### config.mk
export PLATFORM = sky130hd
export DESIGN_NAME = cbm_decode
export DESIGN_NICKNAME = d
export VERILOG_FILES = /design/src/rtl/cbm_pkg.sv /design/src/rtl/cbm_decode.sv
export SDC_FILE = /design/constraint.sdc
export NUM_CORES = 1
export LEC_CHECK = 0
export BUFFER_PORTS_ARGS = -buffer_cell sky130_fd_sc_hd__buf_2
export CORE_MARGIN = 1.5
export CORE_UTILIZATION = 40
export DETAILED_ROUTE_END_ITERATION = 7
export PLACE_DENSITY = 0.83
export SLEW_MARGIN = 10
export SYNTH_ARGS = -nofsm -noshare
export SYNTH_HDL_FRONTEND = slang
export SYNTH_SLANG_ARGS = --single-unit
### constraint.sdc
create_clock -name clk_i -period 3.8 [get_ports clk_i]
set_input_delay 0.57 -clock clk_i [delete_from_list [all_inputs] [get_ports clk_i]]
set_output_delay 0.57 -clock clk_i [all_outputs]
set_load 0.01 [all_outputs]
### src/rtl/cbm_pkg.sv
// shared types and constants of the cartridge bank mapper
`default_nettype none

package cbm_pkg;

  localparam int unsigned BUS_AW = 16;
  localparam int unsigned ROM_AW = 21;
  localparam int unsigned DATA_W = 8;

  // mapper selection; the fourth code behaves as rom only
  typedef enum logic [1:0] {
    MAP_ROM_ONLY = 2'd0,
    MAP_MBC1     = 2'd1,
    MAP_MBC3     = 2'd2,
    MAP_ROM_ALT  = 2'd3
  } map_type_e;

  localparam logic OP_READ  = 1'b0;
  localparam logic OP_WRITE = 1'b1;

  // bus address regions, selected by address bits 15:13
  localparam logic [2:0] RGN_RAM_EN   = 3'd0;
  localparam logic [2:0] RGN_ROM_BANK = 3'd1;
  localparam logic [2:0] RGN_RAM_BANK = 3'd2;
  localparam logic [2:0] RGN_MODE     = 3'd3;
  localparam logic [2:0] RGN_ERAM     = 3'd5;

  localparam logic [DATA_W-1:0] OPEN_BUS = 8'hFF;

  typedef struct packed {
    logic              op;
    logic [BUS_AW-1:0] bus_address;
    logic [DATA_W-1:0] write_data;
  } req_t;

  typedef struct packed {
    logic              rom_fetch;
    logic [ROM_AW-1:0] rom_address;
    logic [DATA_W-1:0] read_data;
  } rsp_t;

  // decoded transaction waiting for its ram read data
  typedef struct packed {
    logic              ram_read;
    logic              rom_fetch;
    logic [ROM_AW-1:0] rom_address;
    logic [DATA_W-1:0] read_data;
  } stg_t;

endpackage

`default_nettype wire

### src/rtl/cbm_decode.sv
// bank registers, mapper type register and bus access decode
`default_nettype none

module cbm_decode import cbm_pkg::*; #(
  parameter int unsigned ERAM_BYTES    = 32768,
  parameter int unsigned ROM_ADDR_BITS = 21
) (
  input  wire logic                          clk_i,
  input  wire logic                          rst_ni,
  input  wire logic                          cfg_valid_i,
  input  wire logic [1:0]                    cfg_data_i,
  input  wire logic                          accept_i,
  input  wire req_t                          req_i,
  output stg_t                               stg_o,
  output logic                               ram_we_o,
  output logic                               ram_re_o,
  output logic [$clog2(ERAM_BYTES)-1:0]      ram_addr_o,
  output logic [DATA_W-1:0]                  ram_wdata_o
);

  localparam int unsigned RamAw = $clog2(ERAM_BYTES);
  localparam logic [ROM_AW-1:0] RomMask = ROM_AW'((64'd1 << ROM_ADDR_BITS) - 64'd1);
  localparam logic [16:0] Eram1 = 17'(ERAM_BYTES);
  localparam logic [16:0] Eram2 = 17'(2 * ERAM_BYTES);

  map_type_e mapper_type_q;
  logic [6:0] rom_bank_q, rom_bank_d;
  logic [1:0] ram_bank_q, ram_bank_d;
  logic       mode_q, mode_d;
  logic       ram_en_q, ram_en_d;

  map_type_e          typ;
  logic               is_rom, is_mbc1, wr, in_ram;
  logic [2:0]         region;
  logic [1:0]         ram_bank_eff;
  logic [16:0]        idx0, idx1, idx2;
  logic [6:0]         bank7, romb_new;
  logic [ROM_AW-1:0]  raw_addr;

  always_comb begin
    typ     = (mapper_type_q == MAP_ROM_ALT) ? MAP_ROM_ONLY : mapper_type_q;
    is_rom  = (typ == MAP_ROM_ONLY);
    is_mbc1 = (typ == MAP_MBC1);
    region  = req_i.bus_address[15:13];
    in_ram  = (region == RGN_ERAM);
    wr      = accept_i && (req_i.op == OP_WRITE) && !is_rom;

    // ram byte index, wrapped to the ram size (value stays below four sizes)
    ram_bank_eff = (is_mbc1 && !mode_q) ? 2'd0 : ram_bank_q;
    idx0 = {2'b00, ram_bank_eff, req_i.bus_address[12:0]};
    idx1 = (idx0 >= Eram2) ? (idx0 - Eram2) : idx0;
    idx2 = (idx1 >= Eram1) ? (idx1 - Eram1) : idx1;

    // switchable rom window bank
    if (is_mbc1) begin
      bank7 = {(mode_q ? 2'b00 : ram_bank_q), rom_bank_q[4:0]};
    end else begin
      bank7 = rom_bank_q;
    end

    stg_o    = '0;
    raw_addr = '0;
    if (req_i.op == OP_READ) begin
      if (req_i.bus_address[15:14] == 2'b00 || (is_rom && !req_i.bus_address[15])) begin
        stg_o.rom_fetch = 1'b1;
        raw_addr        = {5'b00000, req_i.bus_address};
      end else if (!req_i.bus_address[15]) begin
        stg_o.rom_fetch = 1'b1;
        raw_addr        = {bank7, req_i.bus_address[13:0]};
      end else if (!is_rom && in_ram && ram_en_q) begin
        stg_o.ram_read = 1'b1;
      end else begin
        stg_o.read_data = OPEN_BUS;
      end
    end
    stg_o.rom_address = raw_addr & RomMask;

    romb_new = req_i.write_data[6:0] & (is_mbc1 ? 7'h1F : 7'h7F);
  end

  // control register updates
  always_comb begin
    rom_bank_d = rom_bank_q;
    ram_bank_d = ram_bank_q;
    mode_d     = mode_q;
    ram_en_d   = ram_en_q;
    if (wr) begin
      unique case (region)
        RGN_RAM_EN:   ram_en_d = (req_i.write_data[3:0] == 4'hA);
        RGN_ROM_BANK: rom_bank_d = (romb_new == 7'd0) ? 7'd1 : romb_new;
        RGN_RAM_BANK: begin
          if (req_i.write_data[7:2] == 6'd0) begin
            ram_bank_d = req_i.write_data[1:0];
          end
        end
        RGN_MODE: begin
          if (is_mbc1) begin
            mode_d = req_i.write_data[0];
          end
        end
        default: ;
      endcase
    end
  end

  always_ff @(posedge clk_i or negedge rst_ni) begin
    if (!rst_ni) begin
      mapper_type_q <= MAP_ROM_ONLY;
      rom_bank_q    <= 7'd1;
      ram_bank_q    <= 2'd0;
      mode_q        <= 1'b0;
      ram_en_q      <= 1'b0;
    end else begin
      if (cfg_valid_i) begin
        mapper_type_q <= map_type_e'(cfg_data_i);
      end
      rom_bank_q <= rom_bank_d;
      ram_bank_q <= ram_bank_d;
      mode_q     <= mode_d;
      ram_en_q   <= ram_en_d;
    end
  end

  assign ram_we_o    = wr && in_ram && ram_en_q;
  assign ram_re_o    = accept_i && stg_o.ram_read;
  assign ram_addr_o  = idx2[RamAw-1:0];
  assign ram_wdata_o = req_i.write_data;

  // zero rom bank is always remapped to one
  assert property (@(posedge clk_i) disable iff (!rst_ni) rom_bank_q != 7'd0)
    else $error("rom bank register holds zero");

  // a ram read is only decoded when the ram is enabled on a banked mapper
  assert property (@(posedge clk_i) disable iff (!rst_ni)
    stg_o.ram_read |-> ram_en_q && !is_rom)
    else $error("ram read decoded while ram is not accessible");

endmodule

`default_nettype wire

# == Yosys cells after proc, flatten, opt, wreduce, memory -nomap -nowiden ==
# Cells that the tools add are included.
# totals
regBits,13
elab_cells,54
output_inout_bits,56
input_bits,31
# classes
eq_ne,7
n_reduce_logical,22
n_bitwise,1
mux,19
# ops
op,n
2-to-1 mux 21 bit,3
2-to-1 mux 8 bit,4
2-to-1 mux 7 bit,3
logical AND 1 bit,9
2-to-1 mux 2 bit,4
bitwise AND 7 bit,1
zero test 7 bit,1
"== test 3 x 2 -> 1 bit, second input constant",2
zero test 6 bit,1
AND reduction 3 bit,2
2-to-1 mux 1 bit,5
"== test 4 bit, second input constant",1
zero test 2 bit,2
AND reduction 2 bit,2
"== test 3 x 1 -> 1 bit, second input constant",1
"== test 3 bit, second input constant",1
zero test 1 bit,3
zero test 3 bit,1
"== test 2 x 1 -> 1 bit, second input constant",1
"== test 2 bit, second input constant",1
logical OR 1 bit,1

# == Depth between registers and ports, before layout ==
# Gate-level depths: netlist of run 1.
# logic_depth
depth_word,11
depth_mapped,6
mapped_depth_nobuf,5

# == Worst setup path after synthesis of run 1 ==
# No wires, ideal clock.
# synth_timing
path_type,reg-to-output
from,register mapper_type_q[0]
to,output stg_o[1] (netlist bit)
path_buffers,1
stages_incl_launch_ff,6
required_time_ps,3230
arrival_ps,1917
path_slack_ps,1313
cell_sequence,dfrtp_1 -> ha_1 -> nor2_1 -> and4_1 -> nor3b_1 -> buf_4
# synth_rtl
item,line,source
from (decl),cbm_decode.sv:26,map_type_e mapper_type_q;
from (signal assigned),cbm_decode.sv:115,mapper_type_q <= map_type_e'(cfg_data_i);
to (decl),cbm_decode.sv:14,"output stg_t stg_o,"

==> out/qor.yml, run 1 <==
tightest_slew_ns: 1.039
drtIter0Drc: 8
avgSynthCellArea_um2: 9.480
cts_tree: "yes"
layout_min_cycle_time_ns: 2.842
synth-warning-count: 0
synth_area_leader_cell: "dfrtp_1"
yosysTopAreaCellShare_pct: 28.54
nNetsFinal: 205
gp_congestion: 0.7419
cts-hold-fix-buffers: 0
grt_pass1_wl_um: 3298
slew_headroom_pct: 29.74
io_buffers: 86
arrival_ns: 2.27
finalNonFillerCells: 202
drt_wl_total_um: 2358
synthArstFlopShare_pct: 100.0
core_area_um2: 2477
die_w_um: 54.29
start_util_pct: 42.47
ant_nets: 0
min_period_over_period_pct: 74.79
ys_types: 30
rsz0062_at_grt: "no"
synth_commonest_cells: "buf_4, and2_1, dfrtp_1, mux2_2, inv_1"
dpl.hpwl_um: 1927
end_kind: "output port"
cts_buffers: 3
synth_enable_flop_cells: 0
finalSetupViolCount: 0
drv_slew: 0
fin_area_um2: 1331
cts.path.max_buffers: 2
grt_overflow: 0
drc: 0
dpl.cell_count: 198
num_rows: 18
synth_flop_cell: "dfrtp_1"
fp.dieH_um: 54.29
antenna_cells: 0
peakVddDrop_v: 0.0002280
max_freq_mhz: 351.9
cts.clk_slew.worst_paths_ns: 0.07
gr-usage-all-layers_pct: 15.92
io_pins: 87
maxCapViolations: 0
cp.required_ns: 3.23
grt_pass1_vias: 758
dieArea_um2: 2947
vias: 958
grt_max_degree: 17
status: "completed"
cp_max_fo: 6
hp-class: "input pin to async pin"
root_buffer: "clkbuf_4"
powerDensity_nw_per_um2: 285.4
synth.most_common_cell: "buf_4"
tns_ns: 0
clock_latency_ns: 0.27
vias_per_cell: 4.743
fin_util_pct: 53.74
synthToLayoutAreaGrowth_pct: 26.52
syn_area_um2: 1052
cts_sinks: 13
worst-setup-path-type: "flop to output port"
synth_area_leaders: "dfrtp_1, buf_4, and2_1, mux2_2, dfstp_2"
synth_nets: 143
cts_setup_buffers: 0
fin_worst_skew_ns: 0.003253
synthesis.instances: 111
drive_gt1_share_pct: 60.47
postPlaceCellArea_um2: 1305
power_leakage_nw: 0.7895
cts_max_level: 1
antenna_found_initial: 0
cts-resized-gates: 0
cp-start-kind: "flop"
wl_per_cell_um: 11.67
finalPower_w: 0.0003800
first_pass_iters: 4
hold_viol: 0
synth_seq_cells: 13
ys_seq_area_share_pct: 31.03
==> worst max-delay path, cell delays in order (launching register included) <==
cell and delay [ns]:
dfrtp_1 0.39, ha_1 0.36, nor4b_1 0.87, a21boi_1 0.24
buf_2 0.14
==> layout make-up <==
class | instances | area, um2
inverter | 4 | 15.01
fill | 253 | 1146
clock buffer | 4 | 26.28
sequential | 13 | 326.6
multi-input combinational | 65 | 495.5
timing repair buffer | 86 | 430.4
tap | 30 | 37.54
==> placed cells by master, fill, tap and decap left out <==
master	instances
ha_1	1
nor2b_1	1
o21ai_0	1
nand3_4	1
nor4b_1	2
a21boi_1	1
and2b_2	1
inv_1	4
dfstp_2	1
nor2_1	3
a31oi_1	1
o211a_1	1
nand3b_1	2
clkbuf_1	1
nand2_1	2
and3b_4	1
o22ai_1	1
nor3_1	1
nor4_1	1
o21bai_1	1
and3_2	1
buf_2	86
nand4_1	3
and2_1	21
mux2_2	10
nand2b_1	3
clkbuf_4	3
and4_1	1
dfrtp_1	12
nor3b_1	2
mux2i_1	2
==> flip-flops by register name, summed over array words and instances, names as in the netlist <==
signal         count
rom_bank_q         7
mapper_type_q      2
ram_bank_q         2
mode_q             1
ram_en_q           1
==> worst paths after layout <==
check                                        startpoint  slack (ns)                            to  cells past startpoint
min in group clk_i            rom_bank_q[0]$_DFFE_PN1P_        0.47     rom_bank_q[0]$_DFFE_PN1P_                      2
min                                              rst_ni        0.17  mapper_type_q[0]$_DFFE_PN0P_                      1
min reg2reg                   rom_bank_q[0]$_DFFE_PN1P_        0.47     rom_bank_q[0]$_DFFE_PN1P_                      2
max reg2reg                mapper_type_q[0]$_DFFE_PN0P_        2.12     rom_bank_q[6]$_DFFE_PN0P_                      4
max                        mapper_type_q[0]$_DFFE_PN0P_        0.96                     stg_o[28]                      4
max in group asynchronous                        rst_ni        3.36     rom_bank_q[0]$_DFFE_PN1P_                      1
==> stage by stage <==
step                setup WS [ns]  hold slack, ns
floorplan                   1.313          0.2744
global placement            1.263          0.4562
detailed placement          1.222          0.4602
CTS                        0.9229          0.1683
global route               0.8105          0.1746
finish                     0.9580          0.1672
==> where the power goes <==
part / internal, W / switching [W] / leakage, nW
combinational: 0.0000593 / 0.0000606 / 0.610
sequential: 0.000165 / 0.0000122 / 0.165
clock: 0.0000407 / 0.0000424 / 0.0150
==> metal layers <==
layer | wire length (um) | track usage (%) | vias to the layer above
met4 | 44 | 7.500 | 0
met5 | 0 | 0 | -
li1 | - | - | 473
met2 | 1118 | 28.71 | 62
met3 | 233 | 2.459 | 5
met1 | 960 | 18.21 | 418
==> cell families after synthesis <==
group	Yosys count	share of synthesized area (%)
flip-flops	13	31.04
AO/OA/AOI/OAI	6	4.044
AND/OR/NAND/NOR	46	29.25
adder cells (fa/ha/maj)	1	1.189
buffers and inverters	33	21.88
multiplexers	12	12.60
Note: power is estimated with default switching activity, not from simulation.
==> run 2: changes to the inputs <==
--- a/config.mk
+++ b/config.mk
@@ -7,9 +7,9 @@
 export LEC_CHECK = 0
 export BUFFER_PORTS_ARGS = -buffer_cell sky130_fd_sc_hd__buf_2
 export CORE_MARGIN = 1.5
-export CORE_UTILIZATION = 40
+export CORE_UTILIZATION = 35
 export DETAILED_ROUTE_END_ITERATION = 7
-export PLACE_DENSITY = 0.83
+export PLACE_DENSITY = 0.77
 export SLEW_MARGIN = 10
 export SYNTH_ARGS = -nofsm -noshare
 export SYNTH_HDL_FRONTEND = slang
==> constraint.sdc (replaced) <==
create_clock -name clk_i -period 2.6 [get_ports clk_i]
set_input_delay 0.39 -clock clk_i [delete_from_list [all_inputs] [get_ports clk_i]]
set_output_delay 0.39 -clock clk_i [all_outputs]
set_load 0.01 [all_outputs]
==> out/qor.yml, run 2 (synthesized netlist as in run 1, its figures left out) <==
root_buffer: "clkbuf_4"
cts.clk_slew.worst_paths_ns: 0.08
holdWs_ns: 0.3553
grt_overflow: 0
maxCapViolations: 0
min_period_over_period_pct: 87.01
grt-busiest-layer: "met2"
tightest_slew_ns: 0.6814
violations: "design-rule violations"
hp-start: "cfg_data_i[0]"
dieArea_um2: 3344
tns_ns: 0
largest-register: "rom_bank_q"
final_common_cell: "buf_2"
crit_slowest_cell: "dfrtp_1"
die_w_um: 57.83
powerDensity_nw_per_um2: 408.9
drive_gt1_share_pct: 61.49
nNetsFinal: 207
drtIter0Drc: 31
peakVddDrop_v: 0.0002775
rsz0062_at_grt: "no"
largestRegisters: "rom_bank_q x7, mapper_type_q x2, ram_bank_q x2"
largest_reg_flops: 7
start_util_pct: 37.51
cp_max_fo: 4
grt_pass1_vias: 864
cts_buffers: 3
worstReg2RegStart: "mapper_type_q[0]$_DFFE_PN0P_"
cp-startpoint: "mapper_type_q[0]$_DFFE_PN0P_"
synthToLayoutAreaGrowth_pct: 28.89
gp_congestion: 0.7939
wl_per_cell_um: 11.80
final_cell_mix: "buf_2, and2_1, dfrtp_1, mux2_2, inv_1"
worstPathCellList: "ha_1 -> nor2_1 -> and4_1 -> and3_2 -> buf_2"
cp.required_ns: 2.21
fp.dieH_um: 57.83
finalPower_w: 0.0005546
drt_wl_total_um: 2418
use_met3_pct: 2.232
grt_pass1_wl_um: 3677
grt_use_met1_pct: 14.83
max_freq_mhz: 442.1
nFillCells: 284
vias_per_cell: 4.727
cts_max_level: 1
drc: 10
slew_headroom_pct: 54.41
post-place-ws_ns: 0.4378
io_buffers: 86
vias: 969
num_rows: 19
antenna_found_initial: 0
status: "finished, violations left"
layout_min_cycle_time_ns: 2.262
cts_sinks: 13
use_met2_pct: 27.76
io_pins: 87
hp-class: "input pin to flop"
cts_tree: "yes"
gr-usage-all-layers_pct: 14.23
arrival_ns: 1.87
drv_slew: 0
ant_nets: 0
critPathMaxStageDelay_ns: 0.38
ff2ff_setup_slack_ns: 0.96
fin_ws_ns: 0.3378
end_kind: "output port"
cts.path.max_buffers: 2
core_area_um2: 2805
dpl.hpwl_um: 2007
power_leakage_nw: 0.8043
finalSetupViolCount: 0
worst-setup-path-type: "flop to output port"
cp-start-kind: "flop"
cts_setup_buffers: 0
clock_latency_ns: 0.27
fin_worst_skew_ns: 0.006020
hold_viol: 0
antenna_cells: 0
grt_max_degree: 17
first_pass_iters: 6
==> run 2: cell count changes in the layout (fill, tap and decap cells not counted) <==
| cell | before | now |
|---|---|---|
| buf_4 | 0 | 1 |
| clkbuf_1 | 1 | 0 |
| clkinv_2 | 0 | 1 |
| dlygate4sd3_1 | 0 | 1 |
| nor3b_1 | 2 | 1 |
| nor3b_2 | 0 | 1 |
==> run 2: metal layers <==
layer / vias to the layer above / wire (um) / share of wire, %
met5: - / 0 / 0
met4: 0 / 10 / 0.41
met3: 2 / 221 / 9.1
met2: 64 / 1225 / 51
met1: 429 / 960 / 40
li1: 474 / - / -
==> run 2: final cells by class <==
cell class,instances,area [um2],share of cell area [%]
Clock buffer,3,22.52,1.661
Clock inverter,1,5.005,0.3690
Inverter,4,15.01,1.107
Multi-Input combinational cell,65,500.5,36.90
Sequential cell,13,326.6,24.08
Tap cell,31,38.79,2.860
Timing Repair Buffer,88,447.9,33.03
==> run 2: what timing repair did <==
action,in CTS,in global routing
endpoints found under the setup margin,0,8
resized for setup,0,1
endpoints found under the hold margin,12,0
hold buffers,1,0
==> run 2: path summary, 6_finish.rpt <==
kind / to / cells past startpoint
max: ram_we_o / 5
min: mapper_type_q[0]$_DFFE_PN0P_ / 2
max reg2reg: rom_bank_q[3]$_DFFE_PN0P_ / 4
min reg2reg: rom_bank_q[0]$_DFFE_PN1P_ / 2
max in group asynchronous: rom_bank_q[0]$_DFFE_PN1P_ / 2
min in group asynchronous: rom_bank_q[6]$_DFFE_PN0P_ / 2
==> run 2: worst max-delay path: cells and delay by family (launching register included) <==
family / cells / cell delay, ns
AND/OR/NAND/NOR: 3 / 0.75
flip-flops: 1 / 0.38
buffers and inverters: 1 / 0.12
adder cells (fa/ha/maj): 1 / 0.34
==> run 2: report_power, final <==
group / internal, W / leakage [nW] / total [W] / switching [W]
sequential: 0.000241 / 0.165 / 0.000256 / 0.0000151
clock: 0.0000569 / 0.0177 / 0.000121 / 0.0000642
combinational: 0.0000886 / 0.622 / 0.000178 / 0.0000891
total: 0.000386 / 0.804 / 0.000555 / 0.000168
==> run 2: stage by stage <==
step | instances | area (um2) | utilization, %
6_report | 205 | 1356 | 48.35
5_1_grt | 205 | 1356 | 48.35
4_1_cts | 205 | 1351 | 48.17
3_5_place_dp | 200 | 1314 | 46.83
3_3_place_gp | 200 | 1314 | 46.83
2_1_floorplan | 111 | 1052 | -
