File: config.mk
export PLATFORM = sky130hd
export DESIGN_NAME = cbm_out
export DESIGN_NICKNAME = d
export VERILOG_FILES = /design/src/rtl/cbm_pkg.sv /design/src/rtl/cbm_out.sv
export SDC_FILE = /design/constraint.sdc
export NUM_CORES = 1
export LEC_CHECK = 0
export BUFFER_PORTS_ARGS = -buffer_cell sky130_fd_sc_hd__buf_2
export CAP_MARGIN = 20
export CORE_MARGIN = 8
export CORE_UTILIZATION = 45
export DETAILED_ROUTE_END_ITERATION = 8
export GPL_TIMING_DRIVEN = 1
export PLACE_DENSITY_LB_ADDON = 0.25
export SETUP_SLACK_MARGIN = 0.1
export SYNTH_ARGS = -nofsm -noshare
export SYNTH_HDL_FRONTEND = slang
export SYNTH_SLANG_ARGS = --single-unit
File: constraint.sdc
create_clock -name clk_i -period 2.3 [get_ports clk_i]
set_input_delay 0.46 -clock clk_i [delete_from_list [all_inputs] [get_ports clk_i]]
set_output_delay 0.46 -clock clk_i [all_outputs]
set_load 0.1 [all_outputs]
File: src/rtl/cbm_pkg.sv
// shared types and constants of the cartridge bank mapper
`default_nettype none

package cbm_pkg;

  localparam int unsigned BUS_AW = 16;
  localparam int unsigned ROM_AW = 21;
  localparam int unsigned DATA_W = 8;

  // mapper selection; the fourth code behaves as rom only
  typedef enum logic [1:0] {
    MAP_ROM_ONLY = 2'd0,
    MAP_MBC1     = 2'd1,
    MAP_MBC3     = 2'd2,
    MAP_ROM_ALT  = 2'd3
  } map_type_e;

  localparam logic OP_READ  = 1'b0;
  localparam logic OP_WRITE = 1'b1;

  // bus address regions, selected by address bits 15:13
  localparam logic [2:0] RGN_RAM_EN   = 3'd0;
  localparam logic [2:0] RGN_ROM_BANK = 3'd1;
  localparam logic [2:0] RGN_RAM_BANK = 3'd2;
  localparam logic [2:0] RGN_MODE     = 3'd3;
  localparam logic [2:0] RGN_ERAM     = 3'd5;

  localparam logic [DATA_W-1:0] OPEN_BUS = 8'hFF;

  typedef struct packed {
    logic              op;
    logic [BUS_AW-1:0] bus_address;
    logic [DATA_W-1:0] write_data;
  } req_t;

  typedef struct packed {
    logic              rom_fetch;
    logic [ROM_AW-1:0] rom_address;
    logic [DATA_W-1:0] read_data;
  } rsp_t;

  // decoded transaction waiting for its ram read data
  typedef struct packed {
    logic              ram_read;
    logic              rom_fetch;
    logic [ROM_AW-1:0] rom_address;
    logic [DATA_W-1:0] read_data;
  } stg_t;

endpackage

`default_nettype wire

File: src/rtl/cbm_out.sv
// ram read stage and output register
`default_nettype none

module cbm_out import cbm_pkg::*; (
  input  wire logic              clk_i,
  input  wire logic              rst_ni,
  input  wire logic              load_i,
  input  wire stg_t              stg_i,
  input  wire logic [DATA_W-1:0] ram_rdata_i,
  input  wire logic              out_ready_i,
  output logic                   s1_ready_o,
  output logic                   out_valid_o,
  output rsp_t                   out_data_o
);

  logic s1_valid_q, s1_valid_d;
  logic out_valid_q, out_valid_d;
  logic move;
  stg_t s1_q;
  rsp_t out_data_q;

  assign move       = s1_valid_q && (!out_valid_q || out_ready_i);
  assign s1_ready_o = !s1_valid_q || move;

  always_comb begin
    s1_valid_d = s1_valid_q;
    if (load_i) begin
      s1_valid_d = 1'b1;
    end else if (move) begin
      s1_valid_d = 1'b0;
    end
    out_valid_d = out_valid_q;
    if (move) begin
      out_valid_d = 1'b1;
    end else if (out_ready_i) begin
      out_valid_d = 1'b0;
    end
  end

  always_ff @(posedge clk_i or negedge rst_ni) begin
    if (!rst_ni) begin
      s1_valid_q  <= 1'b0;
      out_valid_q <= 1'b0;
    end else begin
      s1_valid_q  <= s1_valid_d;
      out_valid_q <= out_valid_d;
    end
  end

  always_ff @(posedge clk_i) begin
    if (load_i) begin
      s1_q <= stg_i;
    end
    if (move) begin
      out_data_q.rom_fetch   <= s1_q.rom_fetch;
      out_data_q.rom_address <= s1_q.rom_address;
      out_data_q.read_data   <= s1_q.ram_read ? ram_rdata_i : s1_q.read_data;
    end
  end

  assign out_valid_o = out_valid_q;
  assign out_data_o  = out_data_q;

  // a transaction moved out of the read stage shows up at the output
  assert property (@(posedge clk_i) disable iff (!rst_ni) move |=> out_valid_q)
    else $error("read stage advanced without filling the output register");

  // a blocked read stage keeps its transaction
  assert property (@(posedge clk_i) disable iff (!rst_ni)
    s1_valid_q && !move |=> s1_valid_q && $stable(s1_q))
    else $error("read stage overwritten while blocked");

endmodule

`default_nettype wire

; Word-level counts from Yosys, hierarchy flattened
; Index checks and enable logic that the tools add are counted.
[word_totals]
input_bits = 43
reg_bits = 63
[classes]
n_mux = 5
n_reduce_logical = 7
[op_table]
columns = op, count
row1 = 2-to-1 mux 8 bit, 1
row2 = 2-to-1 mux 1 bit, 4
row3 = nonzero test 2 bit, 2
row4 = logical NOT 1 bit, 2
row5 = logical OR 1 bit, 2
row6 = logical AND 1 bit, 1

; Depth between registers and ports, before layout
; Gate-level depths: netlist of the first run.
[logic_depth]
ltp_word = 5
mapped_depth = 2
mapped_depth_nobuf = 2

; Worst setup path before layout of the first run
; Ideal clock, no wire load.
[synth_path]
path_kind = register to output
from = register out_valid_q (netlist: out_valid_o)
to = output port s1_ready_o
n_path_buf = 0
path_slack_ns = 0.125
required_ns = 1.840
arrival_ns = 1.715
stages_incl_launch_ff = 3
cell_sequence = dfrtp_1 > nor2b_1 > nand2_1
[synth_between]
elab_chain_cells = 4
[synth_lines]
columns = item, line
row1 = "start, declared", cbm_out.sv:17  ; logic out_valid_q, out_valid_d;
row2 = "start signal, assigned", cbm_out.sv:46  ; out_valid_q <= out_valid_d;
row3 = logical NOT 1 bit, cbm_out.sv:22  ; assign move = s1_valid_q && (!out_valid_q || out_ready_i);
row4 = logical OR 1 bit, cbm_out.sv:22
row5 = logical AND 1 bit, cbm_out.sv:22
row6 = logical OR 1 bit, cbm_out.sv:23  ; assign s1_ready_o = !s1_valid_q || move;
row7 = "end, declared", cbm_out.sv:11  ; output logic s1_ready_o,
; Every way passes these cells.

; Final worst setup path of the first run
; Ends and elaborated chain as after synthesis.

==> impl_metrics.toml, run 1 <==
[outcome]
status = "finished, final reports clean"

[worst_setup_path]
crit_family = "buffers and inverters"
r2r-end = "out_data_o[2]"
worstSetupEndpoint = "s1_ready_o"
startpoint = "out_valid_o"
cp.depth = 3
r2r_start = "out_valid_o"
crit_fanout = 3
r2r_cells = 3
critPathLaunchType = "flip-flop"
end_kind = "output port"
slowest_stage = "buf_2"
critPathMaxStageDelay_ns = 0.42
crit_buf_inv = 1
cp.required_ns = 1.84
crit_arrival_ns = 1.35
r2r_slack_ns = 1.00
crit_type = "flip-flop to output port"
worstPathCellList = "nor2b_1, nand2_1, buf_2"

[sta]
final_hold_viol_count = 0
rsz0062_at_grt = "no"
tightest_slew_ns = 0.686
tns_ns = 0
finalCritPeriodShare_pct = 78.8
finalCriticalPeriod_ns = 1.81
skew_ns = 0.00680
slew_headroom_pct = 54.2
finalMaxSlewViolations = 0
finalSetupViolations = 0
max_freq_ghz = 0.552

[clocking]
cts.repair.resized = 0
cts_tree = "done"
clk_latency_ns = 0.32
cts_setup_buffers = 0
clk_path_buf_depth = 2
root_buffer = "clkbuf_8"
ctsHoldBuffers = 1
cts_htree_levels = 3
numCtsBuffers = 9
cts_sinks = 63
clk_pin_slew_ns = 0.06

[synth]
async_flop_share_pct = 3.17
synth.most_common_cell = "edfxtp_1"
synth_edf_count = 61
yosys_register_bits = 63
synth_top_area_share_pct = 89.4
yosysUniqueCellTypes = 9
synth_top_area_cell = "edfxtp_1"
netlist_area_um2 = 2050
syn_inst = 78
seq_area_frac_synth_pct = 91.8
synth_fp_nets = 121
postSynthAreaPerCell_um2 = 26.3
yosysWarnings = 0
synth.top_cells.by_count = "edfxtp_1 (61), mux2_4 (8), dfrtp_1 (2), nand2b_1 (2)"
ys_top_cells_by_area = "edfxtp_1 (89%), mux2_4 (5.9%), dfrtp_1 (2.4%)"
synth_flop_cell = "edfxtp_1"

[place]
place_area_um2 = 2480
place.gp.congestion = 0.709
port_buffers = 74

[route]
drc = 0
wl_um = 3610
dr.pass1.iters = 3
vias = 994
antenna_left = 0
drt_iter0_markers = 67
avgRoutedWirePerCell_um = 16.3
via_per_inst = 4.50

[hold_path]
min_path_type = "input pin to flip-flop"

[power]
pwr-share-clk_pct = 30.1
internal_power_uw = 1910
p_comb_share_pct = 17.9
switching_power_uw = 791
p_per_area_nw_per_um2 = 1010
p_leak_uw = 0.00108
peakVddDrop_v = 0.000486
seqPwrFrac_pct = 52.0
switching_share_pct = 29.3

[final_layout]
nets = 207
final_area_um2 = 2660
diodes = 0
fillers = 322
drive_gt1_share_pct = 56.2
area_delta_synth_final_pct = 29.9

[floorplanning]
core_area_um2 = 4380
fp.dieH_um = 83.5
initial_utilization_pct = 46.7
dieArea_um2 = 6970
rows = 24
die_w_um = 83.5
io_pins = 75

[global_routing]
grt_pass1_wl_um = 5550
grt_max_degree = 33
overflow = 0
grt_pass1_vias = 1148
track_usage_pct = 10.5
antenna_found_initial = 0

[flow_run]
maxCapViolCount = 0
## routing by layer
| metal | vias to the layer above | routed length, um | global-route usage, % |
|---|---|---|---|
| li1 | 481 | - | - |
| met1 | 452 | 1460 | 10.6 |
| met2 | 50 | 1750 | 17.3 |
| met3 | 11 | 317 | 5.47 |
| met4 | 0 | 86 | 5.65 |
| met5 | - | 0 | 0 |
## how the worst min path moves through the flow
stage	from	endpoint	slack [ns]	cells past startpoint
detailed placement	rst_ni	out_valid_o	0.25	1
global placement	rst_ni	s1_valid_q	0.24	1
global route	stg_i[12]	s1_q[12]	0.30	1
finish	stg_i[20]	s1_q[20]	0.31	1
CTS	stg_i[22]	s1_q[22]	0.30	1
floorplan	rst_ni	out_valid_o	0.16	0
## state kept, by name (all words and copies together), names as in the netlist
| name | count |
|---|---|
| out_valid_o | 1 |
| out_data_o | 30 |
| s1_valid_q | 1 |
| s1_q | 31 |
## per-stage QoR
step	instances	hold WS [ns]	util [%]	worst slack [ns]	power (uW)
2_1_floorplan	78	0.164	-	0.125	1810
3_3_place_gp	204	0.244	56.6	0.779	1900
3_5_place_dp	204	0.249	56.6	0.756	1920
4_1_cts	221	0.299	60.7	0.480	2730
5_1_grt	221	0.301	60.7	0.443	2790
6_report	221	0.314	60.7	0.488	2700
## area by class of cell
type / count / area, um2 / area share [%]
Sequential cell: 63 / 1880 / 70.7
Clock buffer: 15 / 166 / 6.25
Tap cell: 52 / 65.1 / 2.44
Timing Repair Buffer: 76 / 388 / 14.6
Clock inverter: 1 / 5.00 / 0.188
Multi-Input combinational cell: 14 / 156 / 5.87
## power by group through the flow
stage / Sequential (uW) / Combinational [uW] / Clock (uW)
3_5_place_dp: 1430 / 487 / 0
5_1_grt: 1410 / 499 / 878
3_3_place_gp: 1420 / 482 / 0
2_1_floorplan: 1750 / 60.4 / 0
4_1_cts: 1400 / 488 / 834
6_report: 1400 / 483 / 811
## placed cells by master (no fill, tap or decap)
cell type      netlist  final
dfrtp_1              2      2
mux2_4               8      8
clkinv_2             0      1
edfxtp_1            61     61
dlygate4sd3_1        0      1
a21o_1               1      1
buf_4                0      1
and2_1               1      1
nor2b_1              1      1
clkbuf_1             0      4
nand2b_1             2      2
nand2_1              1      1
clkbuf_8             0     11
buf_2                0     74
## cell families after synthesis
logic type      Yosys count  share of synthesized area, %
flops                    63                          91.8
mux                       8                          5.86
simple gates              5                          1.40
compound gates            1                         0.366
buf+inv                   1                         0.549
(Power assumes the default switching activity.)
==> run 2: changes to the inputs <==
Clock period 2.3 ns to 1.8 ns, I/O delays scaled along.
==> run 2 against run 1 <==
First-iteration DRC count shrank 9.0%. Via count grew 1.1%. Sequential power grew 28%. Register-to-register slack lost 0.45 ns. Worst setup slack lost 0.28 ns.
==> impl_metrics.toml, run 2 (same netlist as run 1, synthesis figures left out) <==
[final_layout]
final_common_cell = "buf_2"
layout.cells.non_filler = 224
area_delta_synth_final_pct = 30.6
regMostFlops = "s1_q"
seqCellArea_um2 = 1880
fillers = 338
multiInputGateArea_um2 = 160
diodes = 0
nets = 210
largest_reg_flops = 31
final_cell_mix = "buf_2 (73), edfxtp_1 (61), clkbuf_8 (9)"
drive_gt1_share_pct = 59.3

[power]
p_leak_uw = 0.00110
power_uw = 3380
switching_share_pct = 30.6
p_comb_share_pct = 18.6
switching_power_uw = 1040
peakVddDrop_v = 0.000540
internal_power_uw = 2350
pwr-share-clk_pct = 28.5
seqPwrFrac_pct = 52.9
p_per_area_nw_per_um2 = 1260

[route]
avgRoutedWirePerCell_um = 16.2
drc = 0
dr.pass1.iters = 4
wl_um = 3630
antenna_left = 0
vias = 1005
drt_iter0_markers = 61
via_per_inst = 4.49

[clocking]
cts_setup_buffers = 0
cts_tree = "done"
cts_sinks = 63
root_buffer = "clkbuf_8"
numCtsBuffers = 9
clk_pin_slew_ns = 0.06
cts_htree_levels = 3
clk_path_buf_depth = 2
clk_latency_ns = 0.33

[sta]
max_freq_ghz = 0.627
skew_ns = 0.00495
tns_ns = 0
final_hold_viol_count = 0
finalMaxSlewViolations = 0
tightest_slew_ns = 0.496
finalCriticalPeriod_ns = 1.59
finalCritPeriodShare_pct = 88.6
slew_headroom_pct = 66.9
finalSetupViolations = 0
rsz0062_at_grt = "no"

[flow_run]
maxCapViolCount = 0

[worst_setup_path]
r2r_start = "s1_q[30]"
crit_type = "flip-flop to output port"
r2r-end = "out_data_o[0]"
crit_fanout = 3
r2r_slack_ns = 0.55
cp.required_ns = 1.44
critPathLaunchType = "flip-flop"
r2r_cells = 1
crit_arrival_ns = 1.23
end_kind = "output port"

[floorplanning]
rows = 24
initial_utilization_pct = 46.7
die_w_um = 83.5
io_pins = 75
core_area_um2 = 4380
fp.dieH_um = 83.5
dieArea_um2 = 6970

[place]
place.gp.congestion = 0.666
dp.cells = 207
port_buffers = 74

[outcome]
status = "finished, final reports clean"

[global_routing]
grt_pass1_vias = 1096
grt_pass1_wl_um = 5510
overflow = 0
track_usage_pct = 10.6
grt_max_degree = 18
antenna_found_initial = 0

[hold_path]
hold_start = "stg_i[13]"
whs_path_depth = 1
min_path_type = "input pin to flip-flop"
min_to = "s1_q[13]"
run 2: power groups by stage:
| stage | registers, uW | logic, uW | clock network, uW |
|---|---|---|---|
| after floorplan | 2240 | 78.5 | 0 |
| after global placement | 1820 | 624 | 0 |
| after detailed placement | 1820 | 631 | 0 |
| after CTS | 1790 | 634 | 996 |
| after global routing | 1800 | 650 | 1060 |
| final | 1790 | 628 | 965 |
run 2: layout make-up:
class / instances / area share (%)
clock buffers: 10 / 4.77
multi-input cells: 14 / 5.98
flip-flops and latches: 63 / 70.4
well taps: 52 / 2.43
clock inverters: 6 / 1.03
repair buffers: 79 / 15.4
run 2: worst max-delay path by stage:
stage	start	to	slack, ns	cells after the start
2_1_floorplan	out_valid_o	s1_ready_o	0.19	2
3_3_place_gp	out_valid_o	s1_ready_o	0.44	3
3_5_place_dp	out_valid_o	s1_ready_o	0.42	3
4_1_cts	out_valid_o	s1_ready_o	0.18	3
5_1_grt	out_valid_o	s1_ready_o	0.15	3
6_report	out_valid_o	s1_ready_o	0.21	3
run 2: layer usage:
metal | global-route usage [%] | share of wire, %
met3 | 6.84 | 9.7
met2 | 16.0 | 49
met4 | 6.12 | 1.6
met1 | 10.9 | 39
met5 | 0 | 0
run 2: worst max-delay path, cell delays in order, from the launching register on:
cell and delay, ns:
dfrtp_2 0.41, nor2b_1 0.16, nand2_2 0.06, buf_4 0.28
run 2: metrics by stage:
| step | utilization, % | hold WS (ns) | setup slack (ns) | cell area [um2] |
|---|---|---|---|---|
| 3_3_place_gp | 57.2 | 0.144 | 0.442 | 2510 |
| 6_report | 61.0 | 0.204 | 0.205 | 2680 |
| 2_1_floorplan | - | 0.0644 | 0.185 | 2050 |
| 5_1_grt | 61.0 | 0.182 | 0.155 | 2680 |
| 3_5_place_dp | 57.2 | 0.150 | 0.417 | 2510 |
| 4_1_cts | 61.0 | 0.184 | 0.182 | 2680 |
run 2: repair_timing:
item / in CTS / in global routing
endpoints found under the setup margin: 1 / 0
hold buffers: 1 / 0
hold endpoints to repair: 2 / 0
resized for setup: 1 / 0
==> run 3: changes to the inputs <==
Settings changed: RECOVER_POWER from default to 100, SETUP_SLACK_MARGIN 0.1 to 0.5.
==> run 3 against run 2 <==
Final cell count shrank 0.89%. Worst setup slack gained 0.080 ns. Clock power grew 30%. First-iteration DRC count shrank 28%. Via count grew 1.7%. Flip-flop and latch count is the same. Power grew 8.4%. Sequential share of layout area shrank 0.95 points. Clock skew shrank 0.00072 ns. Sequential power is essentially flat. Die area is the same. Critical endpoint unchanged. Largest cell class unchanged. Highest routed layer unchanged.
==> impl_metrics.toml, run 3 (same netlist as run 1, synthesis figures left out) <==
[final_layout]
drive_gt1_share_pct = 52.9
fillers = 349
final_cell_mix = "edfxtp_1 (61), buf_2 (40), clkbuf_2 (31)"
largest_reg_flops = 31
regMostFlops = "s1_q"
final_common_cell = "edfxtp_1"
layout.cells.non_filler = 222
diodes = 0
final_core_util_pct = 62.0
nets = 208
area_delta_synth_final_pct = 32.5

[floorplanning]
fp.dieH_um = 83.5
dieArea_um2 = 6970
core_area_um2 = 4380
die_w_um = 83.5
io_pins = 75
rows = 24
initial_utilization_pct = 46.7

[power]
switching_power_uw = 1030
power_uw = 3670
internal_power_uw = 2630
seqPwrFrac_pct = 48.9
p_leak_uw = 0.00110
p_per_area_nw_per_um2 = 1350
peakVddDrop_v = 0.000728
p_comb_share_pct = 16.9
pwr-share-clk_pct = 34.2
switching_share_pct = 28.2

[hold_path]
min_path_type = "input pin to flip-flop"

[sta]
finalSetupViolations = 0
whs_ns = 0.204
tightest_slew_ns = 0.804
finalCriticalPeriod_ns = 1.51
finalCritPeriodShare_pct = 84.1
rsz0062_at_grt = "yes"
slew_headroom_pct = 46.4
finalMaxSlewViolations = 0
max_freq_ghz = 0.660
tns_ns = 0
skew_ns = 0.00423
final_hold_viol_count = 0

[global_routing]
antenna_found_initial = 0
overflow = 0
grt_pass1_vias = 1159
grt_pass1_wl_um = 5910
track_usage_pct = 11.6
grt_max_degree = 31

[outcome]
status = "finished, final reports clean"

[route]
antenna_left = 0
drc = 0
vias = 1022
via_per_inst = 4.60
wl_um = 3750
drt_iter0_markers = 44
dr.pass1.iters = 4
avgRoutedWirePerCell_um = 16.9

[clocking]
cts_sinks = 63
cts_htree_levels = 3
clk_latency_ns = 0.32
numCtsBuffers = 9
clk_path_buf_depth = 2
cts_tree = "done"
root_buffer = "clkbuf_8"
clk_pin_slew_ns = 0.07

[worst_setup_path]
cp.depth = 3
r2r_start = "out_valid_o"
critPathMaxStageDelay_ns = 0.47
cp.required_ns = 1.44
crit_fanout = 2
worstSetupEndpoint = "s1_ready_o"
crit_arrival_ns = 1.15
end_kind = "output port"
slowest_stage = "dfrtp_4"
crit_family = "flip-flops"
startpoint = "out_valid_o"
r2r_slack_ns = 0.35
crit_type = "flip-flop to output port"
critPathLaunchType = "flip-flop"
worstPathCellList = "nor2b_4, nand2_4, buf_12"
crit_buf_inv = 1
r2r_cells = 3
r2r-end = "out_data_o[9]"

[place]
dp.cells = 204
hpwlAfterDp_um = 2620
port_buffers = 74
place.gp.congestion = 0.685

[flow_run]
maxCapViolCount = 0
run 3: worst min path at each step:
stage,from,endpoint,slack (ns),cells past startpoint
finish,stg_i[9],s1_q[9],0.20,1
global route,stg_i[9],s1_q[9],0.17,1
CTS,stg_i[9],s1_q[9],0.18,1
detailed placement,rst_ni,s1_valid_q,0.15,1
global placement,rst_ni,s1_valid_q,0.14,1
floorplan,rst_ni,s1_valid_q,0.06,0
run 3: timing repair:
item / 4_1_cts / 5_1_grt
hold endpoints to repair: 2 / 0
resized for setup: 68 / 0
endpoints found under the setup margin: 62 / 59
buffers inserted: 1 / 0
hold buffers: 1 / 0
run 3: power by group through the flow:
stage / Sequential, uW / Combinational, uW / Clock, uW
detailed placement: 1820 / 629 / 0
finish: 1790 / 619 / 1250
global placement: 1820 / 623 / 0
global route: 1800 / 638 / 1370
floorplan: 2240 / 83.0 / 0
CTS: 1810 / 714 / 1300
run 3: routing by layer:
metal | vias to the layer above | GRT usage (%) | part of all wire, %
met1 | 481 | 11.2 | 38
met5 | - | 0 | 0
met2 | 53 | 18.7 | 52
met3 | 5 | 6.25 | 8.8
met4 | 0 | 8.01 | 1.4
li1 | 483 | - | -
run 3: area by class of cell:
class                   instances  area, um2  area share, %
flip-flops and latches         63       1890           69.4
clock inverters                 4       70.1           2.58
clock buffers                  12        135           4.97
well taps                      52       65.1           2.40
repair buffers                 77        417           15.3
multi-input cells              14        144           5.30
run 3: through the flow:
stage / cell area (um2) / setup WS [ns]
2_1_floorplan: 2070 / 0.387
3_3_place_gp: 2510 / 0.394
3_5_place_dp: 2510 / 0.383
4_1_cts: 2960 / 0.256
5_1_grt: 2720 / 0.178
6_report: 2720 / 0.286
